$ cat config.mk
export PLATFORM = sky130hd
export DESIGN_NAME = shortest_queue_dispatch_wait_stats_core
export DESIGN_NICKNAME = d
export VERILOG_FILES = /design/src/rtl/sqd_pkg.sv /design/src/rtl/shortest_queue_dispatch_wait_stats_core.sv /design/src/rtl/sqd_stamp_ram.sv
export SDC_FILE = /design/constraint.sdc
export NUM_CORES = 2
export LEC_CHECK = 0
export ABC_AREA = 0
export BUFFER_PORTS_ARGS = -buffer_cell sky130_fd_sc_hd__buf_2
export CORE_AREA = 2 2 552 554
export DETAILED_ROUTE_END_ITERATION = 6
export DIE_AREA = 0 0 554 556
export PLACE_DENSITY = 0.5
export SYNTH_ARGS = -nofsm -noshare
export SYNTH_HDL_FRONTEND = slang
export SYNTH_SLANG_ARGS = --single-unit
$ cat constraint.sdc
create_clock -name clk -period 8.9 [get_ports clk]
set_input_delay 1.78 -clock clk [delete_from_list [all_inputs] [get_ports clk]]
set_output_delay 1.78 -clock clk [all_outputs]
set_load 0.1 [all_outputs]
$ cat src/rtl/sqd_pkg.sv
// Shared constants and helpers for the shortest-queue dispatcher.
// No dependencies; used by the top level and the stamp RAM.
package sqd_pkg;

  localparam int DEF_MAX_QUEUES  = 8;
  localparam int DEF_QUEUE_DEPTH = 16;
  localparam int DEF_TIME_BITS   = 16;

  localparam int CFG_W   = 4;
  localparam int S_DATA_W = 8;
  localparam int M_DATA_W = 160;

  // Saturating 32-bit add for the running sums.
  function automatic logic [31:0] sat_add32(logic [31:0] a, logic [31:0] b);
    logic [32:0] s;
    s = {1'b0, a} + {1'b0, b};
    return s[32] ? 32'hFFFF_FFFF : s[31:0];
  endfunction

endpackage

$ cat src/rtl/shortest_queue_dispatch_wait_stats_core.sv
// Top level of the join-shortest-queue dispatcher with wait statistics.
// Depends on sqd_pkg and sqd_stamp_ram.
//
// Usage:
//   Each input word on the s_ channel is one tick: s_tdata[0] = arrive,
//   s_tdata[1] = serve. An arrival is stamped with the tick counter and joins
//   the shortest active queue (ties to the highest index); a service slot
//   pops the head of the longest active queue (ties to the highest index).
//   Every tick yields exactly one output word on the m_ channel carrying the
//   per-tick decisions and the running statistics.
//   cfg_we / cfg_wdata write num_queues (0 acts as 1, large values clamp);
//   write it only while the block is idle.
// Sequencing:
//   An input word is taken only while the sequencer is idle, so the next
//   tick is not taken until the previous one has been loaded into the
//   output register. The queue length registers have a single read port,
//   walked twice per tick (choice scan, then length scan), and the stamp
//   RAM has a single registered read port.
// Reset (rst, synchronous): queues empty, tick counter and statistics
//   cleared, min wait 16'hFFFF, num_queues = 1. The stamp RAM is not cleared;
//   only written entries are ever read.
// Stall: a finished word sits in the output register while m_tready is low;
//   the block still takes and processes the next tick and holds in its last
//   step until the output register frees.
module shortest_queue_dispatch_wait_stats_core #(
  parameter int MAX_QUEUES  = sqd_pkg::DEF_MAX_QUEUES,
  parameter int QUEUE_DEPTH = sqd_pkg::DEF_QUEUE_DEPTH,
  parameter int TIME_BITS   = sqd_pkg::DEF_TIME_BITS
) (
  input  logic                          clk,
  input  logic                          rst,
  input  logic                          cfg_we,
  input  logic [sqd_pkg::CFG_W-1:0]     cfg_wdata,  // num_queues
  input  logic                          s_tvalid,
  output logic                          s_tready,
  // [0] arrive, [1] serve, [7:2] zero
  input  logic [sqd_pkg::S_DATA_W-1:0]  s_tdata,
  output logic                          m_tvalid,
  input  logic                          m_tready,
  // [0] served, [16:1] wait_time, [19:17] serve_queue, [22:20] arrive_queue,
  // [23] dropped, [39:24] total_arrivals, [55:40] total_served,
  // [71:56] min_wait, [87:72] max_wait, [119:88] wait_sum,
  // [124:120] max_length, [156:125] length_sum, [159:157] zero
  output logic [sqd_pkg::M_DATA_W-1:0]  m_tdata
);

  // Derived widths
  localparam int QW = (MAX_QUEUES > 1) ? $clog2(MAX_QUEUES) : 1;  // queue index
  localparam int NW = $clog2(MAX_QUEUES + 1);                      // queue count
  localparam int HW = $clog2(QUEUE_DEPTH);                         // head / slot
  localparam int CW = $clog2(QUEUE_DEPTH + 1);                     // length
  localparam int SW = CW + $clog2(MAX_QUEUES + 1);                 // length sum
  localparam int MW = (TIME_BITS > 16) ? TIME_BITS : 16;           // min/max wait
  localparam int DEPTH = MAX_QUEUES * QUEUE_DEPTH;
  localparam int AW = (DEPTH > 1) ? $clog2(DEPTH) : 1;

  // Sequencer codes
  localparam logic [3:0] S_IDLE = 4'd0;
  localparam logic [3:0] S_SCAN = 4'd1;  // find shortest / longest
  localparam logic [3:0] S_ARR  = 4'd2;  // store arrival stamp
  localparam logic [3:0] S_SRV  = 4'd3;  // pop head, start stamp read
  localparam logic [3:0] S_WAIT = 4'd4;  // stamp arrives, form wait
  localparam logic [3:0] S_STAT = 4'd5;  // wait statistics
  localparam logic [3:0] S_LEN  = 4'd6;  // length sum / peak scan
  localparam logic [3:0] S_FIN  = 4'd7;  // length statistics, tick advance
  localparam logic [3:0] S_OUT  = 4'd8;  // load output register

  logic [3:0]  state;
  logic [sqd_pkg::CFG_W-1:0] num_queues;

  // Queue bookkeeping, one read port selected by the sequencer
  logic [CW-1:0] q_count [MAX_QUEUES];
  logic [HW-1:0] q_head  [MAX_QUEUES];
  logic [QW-1:0] idx;
  logic [QW-1:0] rd_q;
  logic [CW-1:0] count_rd;
  logic [HW-1:0] head_rd;

  // Per-tick working state
  logic          arr_f;
  logic          srv_f;
  logic          drop_f;
  logic          served_f;
  logic [QW-1:0] shortest;
  logic [QW-1:0] longest;
  logic [CW-1:0] min_len;
  logic [CW-1:0] max_len;
  logic [TIME_BITS-1:0] wait_val;
  logic [SW-1:0] len_sum;
  logic [CW-1:0] len_peak;

  // Running statistics
  logic [TIME_BITS-1:0] tick_count;
  logic [15:0]   arrival_total;
  logic [15:0]   served_total;
  logic [MW-1:0] wait_min;
  logic [MW-1:0] wait_max;
  logic [31:0]   wait_total;
  logic [CW-1:0] length_peak;
  logic [31:0]   length_total;

  // Stamp RAM ports
  logic          ram_we;
  logic          ram_re;
  logic [AW-1:0] ram_waddr;
  logic [AW-1:0] ram_raddr;
  logic [TIME_BITS-1:0] ram_rdata;

  logic [NW-1:0] act_n;
  logic [QW-1:0] last_q;
  logic [CW:0]   slot_sum;
  logic [HW-1:0] tail_slot;
  logic [HW-1:0] head_inc;
  logic          arr_ok;
  logic          srv_ok;
  logic          out_free;

  // Active queue count: zero acts as one, clamp at the maximum
  always_comb begin
    if (num_queues == '0) begin
      act_n = NW'(1);
    end else if (int'(num_queues) > MAX_QUEUES) begin
      act_n = NW'(MAX_QUEUES);
    end else begin
      act_n = NW'(num_queues);
    end
  end
  assign last_q = QW'(act_n - NW'(1));

  always_comb begin
    case (state)
      S_ARR:   rd_q = shortest;
      S_SRV:   rd_q = longest;
      default: rd_q = idx;
    endcase
  end
  assign count_rd = q_count[rd_q];
  assign head_rd  = q_head[rd_q];

  // Tail slot: head + count wraps once at most
  assign slot_sum  = (CW + 1)'(head_rd) + (CW + 1)'(count_rd);
  assign tail_slot = (slot_sum >= (CW + 1)'(QUEUE_DEPTH)) ?
                     HW'(slot_sum - (CW + 1)'(QUEUE_DEPTH)) : HW'(slot_sum);
  assign head_inc  = (CW'(head_rd) + CW'(1) == CW'(QUEUE_DEPTH)) ?
                     '0 : HW'(head_rd + HW'(1));

  assign arr_ok   = arr_f && (count_rd < CW'(QUEUE_DEPTH));
  assign srv_ok   = srv_f && (count_rd != '0);
  assign out_free = !m_tvalid || m_tready;
  assign s_tready = (state == S_IDLE);

  assign ram_we    = (state == S_ARR) && arr_ok;
  assign ram_waddr = AW'(int'(rd_q) * QUEUE_DEPTH + int'(tail_slot));
  assign ram_re    = (state == S_SRV) && srv_ok;
  assign ram_raddr = AW'(int'(rd_q) * QUEUE_DEPTH + int'(head_rd));

  sqd_stamp_ram #(
    .DEPTH (DEPTH),
    .AW    (AW),
    .DW    (TIME_BITS)
  ) u_stamp_ram (
    .clk   (clk),
    .we    (ram_we),
    .waddr (ram_waddr),
    .wdata (tick_count),
    .re    (ram_re),
    .raddr (ram_raddr),
    .rdata (ram_rdata)
  );

  // Configuration register
  always_ff @(posedge clk) begin
    if (rst) begin
      num_queues <= sqd_pkg::CFG_W'(1);
    end else if (cfg_we) begin
      num_queues <= cfg_wdata;
    end
  end

  // Sequencer and queue state
  always_ff @(posedge clk) begin
    if (rst) begin
      state         <= S_IDLE;
      idx           <= '0;
      tick_count    <= '0;
      arrival_total <= '0;
      served_total  <= '0;
      wait_min      <= MW'(16'hFFFF);
      wait_max      <= '0;
      wait_total    <= '0;
      length_peak   <= '0;
      length_total  <= '0;
      for (int i = 0; i < MAX_QUEUES; i++) begin
        q_count[i] <= '0;
        q_head[i]  <= '0;
      end
    end else begin
      case (state)
        S_IDLE: begin
          if (s_tvalid) begin
            arr_f    <= s_tdata[0];
            srv_f    <= s_tdata[1];
            drop_f   <= 1'b0;
            served_f <= 1'b0;
            wait_val <= '0;
            idx      <= '0;
            state    <= S_SCAN;
          end
        end
        S_SCAN: begin
          // First queue seeds both choices; later ties move to higher index
          if (idx == '0 || count_rd <= min_len) begin
            min_len  <= count_rd;
            shortest <= idx;
          end
          if (idx == '0 || count_rd >= max_len) begin
            max_len <= count_rd;
            longest <= idx;
          end
          if (idx == last_q) begin
            state <= S_ARR;
          end else begin
            idx <= idx + QW'(1);
          end
        end
        S_ARR: begin
          if (arr_f) begin
            if (arr_ok) begin
              q_count[rd_q] <= count_rd + CW'(1);
              if (arrival_total != 16'hFFFF) begin
                arrival_total <= arrival_total + 16'd1;
              end
            end else begin
              drop_f <= 1'b1;
            end
          end
          state <= S_SRV;
        end
        S_SRV: begin
          // Count here already includes this tick's arrival
          if (srv_ok) begin
            q_head[rd_q]  <= head_inc;
            q_count[rd_q] <= count_rd - CW'(1);
            served_f      <= 1'b1;
            if (served_total != 16'hFFFF) begin
              served_total <= served_total + 16'd1;
            end
          end
          state <= S_WAIT;
        end
        S_WAIT: begin
          if (served_f) begin
            wait_val <= tick_count - ram_rdata;
          end
          state <= S_STAT;
        end
        S_STAT: begin
          if (served_f) begin
            if (MW'(wait_val) < wait_min) begin
              wait_min <= MW'(wait_val);
            end
            if (MW'(wait_val) > wait_max) begin
              wait_max <= MW'(wait_val);
            end
            wait_total <= sqd_pkg::sat_add32(wait_total, 32'(wait_val));
          end
          idx      <= '0;
          len_sum  <= '0;
          len_peak <= '0;
          state    <= S_LEN;
        end
        S_LEN: begin
          len_sum <= len_sum + SW'(count_rd);
          if (count_rd > len_peak) begin
            len_peak <= count_rd;
          end
          if (idx == last_q) begin
            state <= S_FIN;
          end else begin
            idx <= idx + QW'(1);
          end
        end
        S_FIN: begin
          if (len_peak > length_peak) begin
            length_peak <= len_peak;
          end
          length_total <= sqd_pkg::sat_add32(length_total, 32'(len_sum));
          tick_count   <= tick_count + TIME_BITS'(1);
          state        <= S_OUT;
        end
        S_OUT: begin
          // Hold until the output register can take the word
          if (out_free) begin
            state <= S_IDLE;
          end
        end
        default: begin
          state <= S_IDLE;
        end
      endcase
    end
  end

  // Output register
  always_ff @(posedge clk) begin
    if (rst) begin
      m_tvalid <= 1'b0;
    end else if (state == S_OUT && out_free) begin
      m_tvalid <= 1'b1;
    end else if (m_tready) begin
      m_tvalid <= 1'b0;
    end
  end

  always_ff @(posedge clk) begin
    if (state == S_OUT && out_free) begin
      m_tdata[0]       <= served_f;
      m_tdata[16:1]    <= served_f ? 16'(wait_val) : 16'd0;
      m_tdata[19:17]   <= served_f ? 3'(longest) : 3'd0;
      m_tdata[22:20]   <= arr_f ? 3'(shortest) : 3'd0;
      m_tdata[23]      <= arr_f && drop_f;
      m_tdata[39:24]   <= arrival_total;
      m_tdata[55:40]   <= served_total;
      m_tdata[71:56]   <= 16'(wait_min);
      m_tdata[87:72]   <= 16'(wait_max);
      m_tdata[119:88]  <= wait_total;
      m_tdata[124:120] <= 5'(length_peak);
      m_tdata[156:125] <= length_total;
      m_tdata[159:157] <= '0;
    end
  end

  // Checks
  a_one_tick_at_a_time: assert property (@(posedge clk) disable iff (rst)
    (s_tvalid && s_tready) |=> !s_tready)
    else $error("input taken while a tick is in progress");

  a_scan_in_range: assert property (@(posedge clk) disable iff (rst)
    (state == S_SCAN || state == S_LEN) |-> (idx <= last_q))
    else $error("scan index beyond active queues");

  a_count_bound: assert property (@(posedge clk) disable iff (rst)
    count_rd <= CW'(QUEUE_DEPTH))
    else $error("queue length beyond depth");

  a_min_before_service: assert property (@(posedge clk) disable iff (rst)
    (served_total == 16'd0) |-> (wait_min == MW'(16'hFFFF) && wait_max == '0))
    else $error("wait statistics moved without a service");

endmodule

$ cat src/rtl/sqd_stamp_ram.sv
// Arrival stamp store: one write port, one read port with registered data.
// Depends on sqd_pkg for default sizes.
module sqd_stamp_ram #(
  parameter int DEPTH = sqd_pkg::DEF_MAX_QUEUES * sqd_pkg::DEF_QUEUE_DEPTH,
  parameter int AW    = $clog2(DEPTH),
  parameter int DW    = sqd_pkg::DEF_TIME_BITS
) (
  input  logic          clk,
  input  logic          we,
  input  logic [AW-1:0] waddr,
  input  logic [DW-1:0] wdata,
  input  logic          re,
  input  logic [AW-1:0] raddr,
  output logic [DW-1:0] rdata
);

  logic [DW-1:0] mem [DEPTH];

  always_ff @(posedge clk) begin
    if (we) begin
      mem[waddr] <= wdata;
    end
  end

  always_ff @(posedge clk) begin
    if (re) begin
      rdata <= mem[raddr];
    end
  end

endmodule
After elaboration in Yosys (flattened, before gate mapping):

Memory sizes are Yosys's and may differ from the RTL's. A register that Yosys moved wholly into a read port is not among the register bits.
Cells that the tools add are included.

* bits in registers: 368
* latch bits: 0
* RAM bits: 2120
* ROM bits: 0
* output and inout bits: 162
* word-level logic and storage cells: 167
* memories kept: 3

Memories
* u_stamp_ram.mem: words 128, bits a word 16, read ports 1, clocked after Yosys merged registers in 1, write ports 1, line sqd_stamp_ram.sv:17 `logic [DW-1:0] mem [DEPTH];`
* q_count: words 8, bits a word 5, read ports 1, clocked after Yosys merged registers in 0, write ports 8, line shortest_queue_dispatch_wait_stats_core.sv:72 `logic [CW-1:0] q_count [MAX_QUEUES];`
* q_head: words 8, bits a word 4, read ports 1, clocked after Yosys merged registers in 0, write ports 8, line shortest_queue_dispatch_wait_stats_core.sv:73 `logic [HW-1:0] q_head [MAX_QUEUES];`

* $add $sub $neg: 17
* multipliers: 0
* div/mod/pow operators: 0
* magnitude comparators: 9
* equality and inequality tests: 22
* shifts and indexed selects: 0
* muxes and demuxes: 49
* bitwise operators: 2
* reduce and logical (&&, ||, !) cells: 39

Operator list (number)
* 32-bit two-way mux: 2
* 16-bit by 1-bit adder with 16-bit output (second input constant): 3
* 4-bit case mux with 9 select lines: 1
* 32-bit by 16-bit adder with 33-bit output: 1
* 32-bit by 9-bit adder with 33-bit output: 1
* 16-bit two-way mux: 2
* 16-bit inequality test (second input constant): 2
* 16-bit case mux with 2 select lines: 1
* 4-bit two-way mux: 7
* 3-bit AND reduction: 8
* 1-bit two-way mux: 21
* 2-bit inequality test (second input constant): 10
* 3-bit two-way mux: 6
* 9-bit case mux with 2 select lines: 1
* 4-bit by 3-bit equality test with 1-bit output (second input constant): 4
* 16-bit > comparator: 1
* 16-bit < comparator: 1
* 4-bit AND reduction: 4
* 16-bit subtractor: 1
* 5-bit two-way mux: 3
* 7-bit by 4-bit adder with 7-bit output: 2
* 5-bit > comparator: 2
* 5-bit case mux with 2 select lines: 1
* 2-bit nonzero test: 5
* other kinds (36): 48

Logic depth before layout (Yosys ltp):

An unclocked memory read counts as a cell.

* word-level depth: 13
* gate-level depth with buffers: 23
* gate-level depth less buffers: 15

Cells and area by module:

Synthesis repeated with hierarchy kept, for this count alone.

* cell total of the unflattened synthesis: 4978
* area total of the unflattened synthesis: 99414.1 um2

Modules (own cells, without submodules)
* sqd_stamp_ram: times used 1, cells an instance 3086, area each 78683.0 um2, seq. area each 61979.4 um2
* shortest_queue_dispatch_wait_stats_core: times used 1, cells an instance 1892, area each 20731.1 um2, seq. area each 11601.1 um2

Worst setup path after synthesis:

OpenSTA, ideal clock, no wires.

* kind: input to register
* start point: in m_tready
* end point: reg m_tdata[0] (netlist name), enable pin
* setup time: 675 ps
* data arrival time: 8371 ps
* setup slack: -146 ps
* stages: 2
* path buffers: 0
* cell sequence: nor2b_1 -> nor2_1

* longest elaborated chain between the ends: 2

RTL lines
* start: declaration: line shortest_queue_dispatch_wait_stats_core.sv:39 `input logic m_tready,`
* 1-bit logical OR: line shortest_queue_dispatch_wait_stats_core.sv:149 `assign out_free = !m_tvalid || m_tready;`
* 1-bit logical AND: line shortest_queue_dispatch_wait_stats_core.sv:316 `if (state == S_OUT && out_free) begin`
* end: declaration: line shortest_queue_dispatch_wait_stats_core.sv:44 `output logic [sqd_pkg::M_DATA_W-1:0] m_tdata`

Every way passes these cells.
A chain may end at the register's enable or synchronous reset.

Worst setup path after layout:

* start point: reg state[1]
* end point: mem u_stamp_ram.mem[48][4] (netlist name), enable pin

* longest elaborated chain between the ends: 8

RTL lines
* start: declaration: line shortest_queue_dispatch_wait_stats_core.sv:68 `logic [3:0] state;`
* start signal: assignment: line shortest_queue_dispatch_wait_stats_core.sv:183 `state <= S_IDLE;`
* start signal: assignment: line shortest_queue_dispatch_wait_stats_core.sv:207 `state <= S_SCAN;`
* start signal: assignment: line shortest_queue_dispatch_wait_stats_core.sv:221 `state <= S_ARR;`
* branches (longest 8 deep; another with 7-bit by 4-bit adder with 7-bit output)
* end: declaration: line sqd_stamp_ram.sv:17

Parallel ways; which one is timed is not known.

==> metrics.md <==
| Metric | Value |
|---|---|
| Post-synth ARST share | `0%` |
| Max IR drop VDD | `~0.26 mV` |
| Seq pwr share | `36.9%` |
| Switching part of the total | `37.7%` |
| Die Ht | `approximately 560 µm` |
| Library cells used by synthesis | `92` |
| TNS Setup | `0 ns` |
| Mean Syn Cell Area | `approximately 13 µm²` |
| CP Class | `flip-flop to flip-flop` |
| Top FF cell, synth | `edfxtp_1` |
| Tightest Pin Transition | `roughly 1.3 ns` |
| Clk sinks | `between 2000 and 3000` |
| Flops & latches, synth | `approximately 2500` |
| Worst path required time | `roughly 9.5 ns` |
| TritonCTS Buffers | `around 280` |
| Synth top area cells | `edfxtp_1 69%, nand2_1 6.5%, dfxtp_1 3.2%` |
| Most frequent cells in the layout | `2343 x edfxtp_1, 1766 x nand2_1, 440 x nor2_1, 412 x nand3_1, 311 x buf_4` |
| Cts hold-fix bufs | `0` |
| GPL Wtd Cong | `0.849` |
| Unrepaired setup endpoints after global routing | `no` |
| Post-synthesis sequential area ratio | `between 70% and 80%` |
| Iter 0 DRT Violations | `approximately 7700` |
| Clock latency on the worst-skew pair | `roughly 0.90 ns` |
| I/O Buffers | `169` |
| Combinational power share | `between 30% and 40%` |
| P&R area growth vs syn | `14.8%` |
| Cell taking the most area after synthesis | `edfxtp_1` |
| Crit end category | `flip-flop` |
| Post-synth EDFFs | `~2300` |
| PwrDens | `~300 nW/µm²` |
| Most common cell after layout, fill and taps aside | `edfxtp_1` |
| Die width | `~550 µm` |
| Final setup viols | `0` |
| First-pass DRT Iterations | `6` |
| Hold Vio Cnt, Final | `0` |
| WP data arrival | `7.46 ns` |
| Core Util, Final | `around two fifths` |
| Clk pin slew, worst setup/hold paths | `around 0.060 ns` |
| Area fraction of the dominant cell type after synthesis | `approximately 69%` |
| H-tree Lvls | `5` |
| Nets | `approximately 8200` |
| Clk pwr share | `between 30% and 40%` |
| CTS tree | `built` |
| Worst Skew | `between 0.05 and 0.06 ns` |
| Worst setup margin | `~2 ns` |
| # DRC | `0` |
| Root Buffer | `clkbuf_16` |
| Cts repair resizes | `0` |
| CTS max path bufs | `4` |
| Layout cells sized above 1 | `a little under an eighth` |
| Leak Pwr | `0.0407 µW` |
| Global-route wire length before repair | `~460 mm` |
| Routed vias/inst | `between 5 and 6` |
| Dpl hpwl | `197 mm` |
| Grt ovf | `0` |
| Vias in the first global route | `about 63000` |
| DRT antenna net count | `0` |
| Syn. warnings | `0` |
| I/O pin total | `about 180` |
| Setup repair bufs after CTS | `0` |
| Internal power | `~22000 µW` |
| Netlist Area Pre-Place | `102000 µm²` |
| Post-route minimum period | `approximately 7 ns` |
| Pin count of the biggest net entering global routing | `between 100 and 150` |
| Psw | `between 10000 and 15000 µW` |
| Initial antenna violation count | `27` |
| Final period utilization | `between 70% and 80%` |
| Total track usage | `around 21%` |
| Max-cap violations | `0` |
| CP Max Fanout | `71` |
| HP Class | `flip-flop to flip-flop` |
| Relative slew slack | `between 10% and 20%` |
| Routed WL | `326 mm` |
| Pins over their slew limit | `0` |
| Placement Setup Slack | `2.03 ns` |
| Filler cell count | `about 28000` |
| Cell count after synthesis | `7736` |
| Core ar. | `roughly 300000 µm²` |
| Peak Freq | `145 MHz` |
| Status | `complete, no violations` |
| Startpoint Class | `flip-flop` |
| Rows | `roughly 200` |
| Starting density of the core | `approximately a third` |
| Routed wire per std cell | `between 20 and 30 µm` |
| Via Count | `66206` |
| Die area | `between 300000 and 400000 µm²` |
## cells by family after synthesis
logic type	count (synthesis)	synth area share, %
DFF	2504	72.0
AOI/OAI and AO/OA	1087	7.72
other	1	0.00367
buffers and inverters	568	2.55
muxes	165	1.77
and+or+nand+nor	3205	13.7
adders and majority gates	112	1.41
xor gates and xnor gates	94	0.820
## path summary, 6_finish.rpt
kind                                                    start                               end  slack [ns]  depth (start not counted)
worst max-delay path                    state[1]$_SDFFE_PP0P_  u_stamp_ram.mem[48][4]$_DFFE_PP_        2.02                         14
worst min-delay path            length_total[21]$_SDFFE_PP0P_            m_tdata[146]$_DFFE_PP_        0.46                          0
worst max register to register          state[1]$_SDFFE_PP0P_  u_stamp_ram.mem[48][4]$_DFFE_PP_        2.02                         14
worst min register to register  length_total[21]$_SDFFE_PP0P_            m_tdata[146]$_DFFE_PP_        0.46                          0
## power by group through the flow
| stage | clock [µW] | combinational (µW) | sequential, µW |
|---|---|---|---|
| floorplan | 0 | 6560 | 13800 |
| global placement | 0 | 11100 | 13300 |
| detailed placement | 0 | 11200 | 13300 |
| CTS | 11300 | 11200 | 13000 |
| global route | 11700 | 12000 | 13000 |
| finish | 11100 | 11200 | 13000 |
## stage by stage
| stage | area (µm²) | cells | hold slack (ns) | total power (µW) |
|---|---|---|---|---|
| finish | 117000 | 12253 | 0.459 | 35300 |
| global route | 117000 | 12247 | 0.478 | 36700 |
| CTS | 117000 | 12246 | 0.457 | 35500 |
| detailed placement | 109000 | 11745 | 0.443 | 24500 |
| global placement | 109000 | 11745 | 0.440 | 24400 |
| floorplan | 102000 | 7738 | 0.420 | 20300 |
## cell type report
type                            instances  area [µm²]  area share, %
Sequential cell                      2504       73600           62.8
Multi-Input combinational cell       4666       26200           22.3
Clock buffer                          367        7530           6.42
Tap cell                             3978        4980           4.24
Timing Repair Buffer                  495        3490           2.97
Clock inverter                        134        1100          0.934
Inverter                              102         414          0.353
Antenna cell                            7        17.5         0.0149
## metal layers
metal	track usage [%]	up-vias	share of wire, %
met5	0	-	0.020
met4	7.71	10	4.0
li1	-	29520	-
met3	3.41	468	7.7
met1	28.7	33500	43
met2	32.4	2708	45
## critical path, stage by stage, from the launching register on
cell and delay (ns):
dfxtp_1 0.54, nor3b_4 0.73, mux2i_4 0.91, nand2_1 0.21
a311oi_4 0.50, nor2_8 0.12, inv_16 0.30, ha_1 0.25
inv_1 0.06, fa_1 0.40, xor2_1 0.30, nor2b_1 0.33
nand2_1 0.74, nor2_1 0.79, buf_4 0.33
## synthesized netlist by cell type, types with 10 or more instances
library cell / number
a32oi_1: 17
o21ai_1: 15
and3_1: 237
dfxtp_1: 161
o21bai_1: 13
nand2_1: 1767
nand2b_1: 21
nor4_1: 12
xnor2_1: 41
or3_1: 17
a311oi_1: 194
a21oi_1: 156
ha_1: 107
a211o_1: 13
and2_1: 32
a2111oi_0: 40
buf_2: 198
mux2_2: 12
o2111ai_1: 26
o22ai_1: 16
o21ai_0: 135
a41oi_1: 11
o211ai_1: 15
a31oi_1: 142
buf_4: 39
a21o_1: 24
nand3_1: 412
a211oi_1: 132
nor3_1: 104
nand4_1: 54
clkbuf_1: 182
buf_6: 10
nor3b_1: 33
nor2_1: 443
xor2_1: 51
nor2b_1: 27
buf_1: 37
inv_1: 99
o21a_1: 16
a32o_1: 22
mux2i_1: 137
a22oi_1: 11
edfxtp_1: 2343
## registers in the layout (all words and copies together) (netlist names), 5 cells and up
name and flops:
u_stamp_ram.mem 2048, m_tdata 157, q_count 40, length_total 32, q_head 32, wait_total 32, arrival_total 16, served_total 16
tick_count 16, u_stamp_ram.rdata 16, wait_max 16, wait_min 16, wait_val 16, len_sum 9, len_peak 5, length_peak 5
max_len 5, min_len 5
Note: power is estimated with default switching activity, not from simulation.
